File: config.mk
export PLATFORM = sky130hd
export DESIGN_NAME = spd_ctrl
export DESIGN_NICKNAME = d
export VERILOG_FILES = /design/src/spd_pkg.sv /design/src/spd_ctrl.sv
export SDC_FILE = /design/constraint.sdc
export NUM_CORES = 1
export LEC_CHECK = 0
export BUFFER_PORTS_ARGS = -buffer_cell sky130_fd_sc_hd__buf_2
export CAP_MARGIN = 20
export CORE_AREA = 2 2 39 41
export DETAILED_ROUTE_END_ITERATION = 8
export DIE_AREA = 0 0 41 43
export GPL_TIMING_DRIVEN = 1
export SYNTH_ARGS = -nofsm -noshare
export SYNTH_HDL_FRONTEND = slang
export SYNTH_SLANG_ARGS = --single-unit
File: constraint.sdc
create_clock -name clock -period 2.5 [get_ports clock]
set_input_delay 0.125 -clock clock [delete_from_list [all_inputs] [get_ports clock]]
set_output_delay 0.125 -clock clock [all_outputs]
set_load 0.005 [all_outputs]
File: src/spd_pkg.sv
`default_nettype none

package spd_pkg;

   // Register map of the configuration port.
   localparam int CSR_INDEX_W = 3;
   localparam int NUM_REGS    = 5;

   localparam logic [CSR_INDEX_W-1:0] REG_SVC_LEVEL0 = 3'd0;
   localparam logic [CSR_INDEX_W-1:0] REG_SVC_LEVEL1 = 3'd1;
   localparam logic [CSR_INDEX_W-1:0] REG_SVC_LEVEL2 = 3'd2;
   localparam logic [CSR_INDEX_W-1:0] REG_SVC_LEVEL3 = 3'd3;
   localparam logic [CSR_INDEX_W-1:0] REG_SVC_LEVEL4 = 3'd4;

   localparam logic [7:0] SVC_RESET [NUM_REGS] = '{8'd2, 8'd2, 8'd5, 8'd10, 8'd20};

   typedef struct packed {
      logic        arrival_valid;
      logic [15:0] job_id;
      logic [2:0]  job_priority;
   } spd_req_type;

   typedef struct packed {
      logic        server_index;
      logic        server_busy;
      logic [7:0]  time_left;
      logic        assigned;
      logic [15:0] assigned_id;
      logic [2:0]  assigned_priority;
      logic [31:0] wait_ticks;
      logic        arrival_dropped;
      logic        all_idle;
      logic        last_result;
   } spd_rsp_type;

   // Controller to datapath.
   typedef struct packed {
      logic load;      // latch the request word, clear per-tick flags
      logic enqueue;   // append the arrival to its level queue
      logic serve;     // handle the current server
      logic commit;    // finish a dispatch with the queue read data
      logic send;      // a response word was taken
   } spd_cmd_type;

   // Datapath to controller.
   typedef struct packed {
      logic needs_read;   // current server is free and a queue holds a job
      logic last_server;  // server counter is at the last server
   } spd_status_type;

   typedef enum logic [2:0] {
      ST_IDLE,
      ST_ENQ,
      ST_SERVE,
      ST_FETCH,
      ST_SEND
   } spd_state_type;

endpackage

`default_nettype wire

File: src/spd_ctrl.sv
`default_nettype none

module spd_ctrl (
   input  wire logic                clock,
   input  wire logic                reset,
   input  wire logic                req_valid,
   output logic                     req_ready,
   output logic                     rsp_valid,
   input  wire logic                rsp_ready,
   input  wire spd_pkg::spd_status_type status,
   output spd_pkg::spd_cmd_type     cmd
);
   import spd_pkg::*;

   spd_state_type state_ff, state_in;

   always_comb begin
      state_in = state_ff;
      unique case (state_ff)
         ST_IDLE: begin
            if (req_valid) state_in = ST_ENQ;
         end
         ST_ENQ: state_in = ST_SERVE;
         ST_SERVE: begin
            if (status.needs_read) state_in = ST_FETCH;
            else if (status.last_server) state_in = ST_SEND;
         end
         ST_FETCH: begin
            state_in = status.last_server ? ST_SEND : ST_SERVE;
         end
         ST_SEND: begin
            if (rsp_ready && status.last_server) state_in = ST_IDLE;
         end
         default: state_in = ST_IDLE;
      endcase
   end

   always_comb begin
      cmd       = '0;
      req_ready = 1'b0;
      rsp_valid = 1'b0;
      unique case (state_ff)
         ST_IDLE: begin
            req_ready = 1'b1;
            cmd.load  = req_valid;
         end
         ST_ENQ:   cmd.enqueue = 1'b1;
         ST_SERVE: cmd.serve   = 1'b1;
         ST_FETCH: cmd.commit  = 1'b1;
         ST_SEND: begin
            rsp_valid = 1'b1;
            cmd.send  = rsp_ready;
         end
         default: ;
      endcase
   end

   always_ff @(posedge clock) begin
      if (reset) begin
         state_ff <= ST_IDLE;
      end else begin
         state_ff <= state_in;
      end
   end

endmodule

`default_nettype wire

==> impl_metrics.env <==
export IMPL_place_hpwl_um=354
export IMPL_setup_viol=0
export IMPL_cp_max_fo=8
export IMPL_p_leak_nw=0.136
export IMPL_cts_hold_buf=0
export IMPL_mostFrequentLayoutCell="buf_2"
export IMPL_rsz0062_at_grt="no"
export IMPL_fin_crit_ns=1.34
export IMPL_crit_chain="nor3b_4, and2_1, buf_2"
export IMPL_relSlewSlack=0.773
export IMPL_synth_fp_nets=27
export IMPL_hp_class="input pin to register"
export IMPL_vias=209
export IMPL_die_x_um=41
export IMPL_largest_reg_flops=3
export IMPL_drtPass1Iterations=2
export IMPL_synth_area_per_cell_um2=9.47
export IMPL_hold_start="reset"
export IMPL_final_cell_mix="buf_2 (12), clkbuf_4 (3), dfxtp_1 (3)"
export IMPL_regMostFlops="state_ff"
export IMPL_postRouteAntennaNets=0
export IMPL_start_util=0.144
export IMPL_crit_family="flip-flops"
export IMPL_worstSetupStartpoint="state_ff[2]$_SDFFE_PP0P_"
export IMPL_grt_max_degree=10
export IMPL_grt_first_pass_wirelength_um=738
export IMPL_register_area_um2=60.1
export IMPL_finalCritPeriodShare=0.536
export IMPL_setup_tns_ns=0
export IMPL_fin_skew_ns=0.000619
export IMPL_rr_endpoint="state_ff[1]$_SDFFE_PP0P_"
export IMPL_syn_inst=21
export IMPL_status="complete, no violations"
export IMPL_grt_antenna_before_repair=0
export IMPL_cts_root_buf="clkbuf_4"
export IMPL_via_per_inst=4.02
export IMPL_yosysWarningCount=0
export IMPL_core_area_um2=1380
export IMPL_critPathSlowestCell="dfxtp_1"
export IMPL_clockBufferDepth=2
export IMPL_cts_setup_buffers=0
export IMPL_worst_path_largest_cell_delay_ns=0.46
export IMPL_port_buffers=12
export IMPL_rows=14
export IMPL_grt_pass1_vias=180
export IMPL_ys_seq_area_frac=0.302
export IMPL_reg2reg_depth=3
export IMPL_grtUsageTotal=0.0673
export IMPL_min_to="state_ff[2]$_SDFFE_PP0P_"
export IMPL_start_kind="register"
export IMPL_worstMarginPinSlew_ns=0.341
export IMPL_min_path_cells=2
export IMPL_grt_ovfl_total=0
export IMPL_top_regs="state_ff (3)"
export IMPL_max_freq_ghz=0.747
export IMPL_num_io_pins=13
export IMPL_multi_input_comb_area_um2=134
export IMPL_fin_nets=43
export IMPL_required_ns=2.38
export IMPL_holdWs_ns=0.0873
export IMPL_crit_path_end_kind="output pin"
export IMPL_cts_max_level=1
export IMPL_cts_buffers=3
export IMPL_clkTransAtPathRegs_ns=0.04
export IMPL_clock_sinks=3
export IMPL_die_h_um=43
export IMPL_n_antenna_cell=0
export IMPL_powerDensity_nw_per_um2=587
export IMPL_wirelength_um=464
export IMPL_rrSetupSlack_ns=1.52
export IMPL_r2r_start="state_ff[0]$_SDFFE_PP0P_"
export IMPL_drc=0
export IMPL_maxSlewViolCount=0
export IMPL_clk_latency_ns=0.23
export IMPL_synth_cell_types=17
export IMPL_ir_drop_mv=0.139
export IMPL_place_congestion=0.633
export IMPL_cts_repair_resized=0
export IMPL_yosysTopAreaCell="dfxtp_1"
export IMPL_cap_violations=0
export IMPL_synth_area_leaders="dfxtp_1 (30%), nor3b_4 (9.4%), nor3b_1 (7.5%)"
export IMPL_synth_area_um2=199
export IMPL_num_fill_cells=153
export IMPL_hold_viol=0
export IMPL_worst_path_buf_inv=1
export IMPL_ys_seq_elements=3
export IMPL_dieArea_um2=1760
export IMPL_syn_to_final_growth_pct=50.9
export IMPL_drt_iter0_drc=5
export IMPL_cp_arrival_ns=1.21
export IMPL_drive_above_1_share=0.556
export IMPL_wl_per_cell_um=8.92
export IMPL_synth_top_cell_area_share=0.302
export IMPL_crit_type="register to output pin"
export IMPL_cts_tree="built"
## stage by stage
stage | power [W] | setup WS (ns) | utilization | instances | instance area, um2
finish | 0.000176 | 1.16 | 0.217 | 52 | 300
CTS | 0.000181 | 1.13 | 0.217 | 52 | 300
detailed placement | 0.0000922 | 1.41 | 0.198 | 48 | 274
global route | 0.000186 | 1.06 | 0.217 | 52 | 300
global placement | 0.0000911 | 1.40 | 0.198 | 48 | 274
floorplan | 0.0000769 | 1.55 | - | 21 | 199
## how the worst max path moves through the flow
| stage | end | depth (start not counted) |
|---|---|---|
| after floorplan | cmd[0] | 2 |
| after global placement | cmd[0] | 3 |
| after detailed placement | cmd[0] | 3 |
| after CTS | cmd[0] | 3 |
| after global routing | cmd[0] | 3 |
| final | cmd[0] | 3 |
## area by class of cell
class / instances / share of cell area
clock buffer: 4 / 0.0875
multi-input combinational: 17 / 0.446
sequential: 3 / 0.200
tap: 16 / 0.0667
timing repair buffer: 12 / 0.200
## kinds of logic after synthesis
kind of cell,Yosys count,synth area share
simple gates,15,0.579
flops,3,0.302
compound gates,1,0.0440
mux,1,0.0503
buf+inv,1,0.0251
## worst register-to-register path: cells and delay by family, from the launching register on
family        cells  cell delay (ns)
simple gates      3             0.39
flops             1             0.47
## cells in the mapped netlist
master and n:
a21oi_2 1, and2_1 2, and3_1 1, and3b_2 1, buf_2 1, dfxtp_1 3
mux2i_1 1, nand2_1 1, nand2_2 1, nand2b_1 1, nand4b_1 1, nor2_1 1
nor3_1 1, nor3b_1 2, nor3b_4 1, nor4_1 1, nor4_2 1
## report_power, final
part	switching [W]	total, W	leakage, nW	internal, W
logic	0.0000125	0.0000304	0.0964	0.0000179
clock network	0.0000258	0.0000856	0.0150	0.0000599
registers	0.00000857	0.0000603	0.0246	0.0000517
## layer usage
| layer | vias to the layer above | track usage | wire, um |
|---|---|---|---|
| met5 | - | 0 | 0 |
| met4 | 0 | 0.0800 | 14 |
| met3 | 2 | 0.0157 | 21 |
| met2 | 10 | 0.0844 | 250 |
| met1 | 92 | 0.0804 | 178 |
| li1 | 105 | - | - |
No activity file was read; power rests on OpenSTA's default activity.
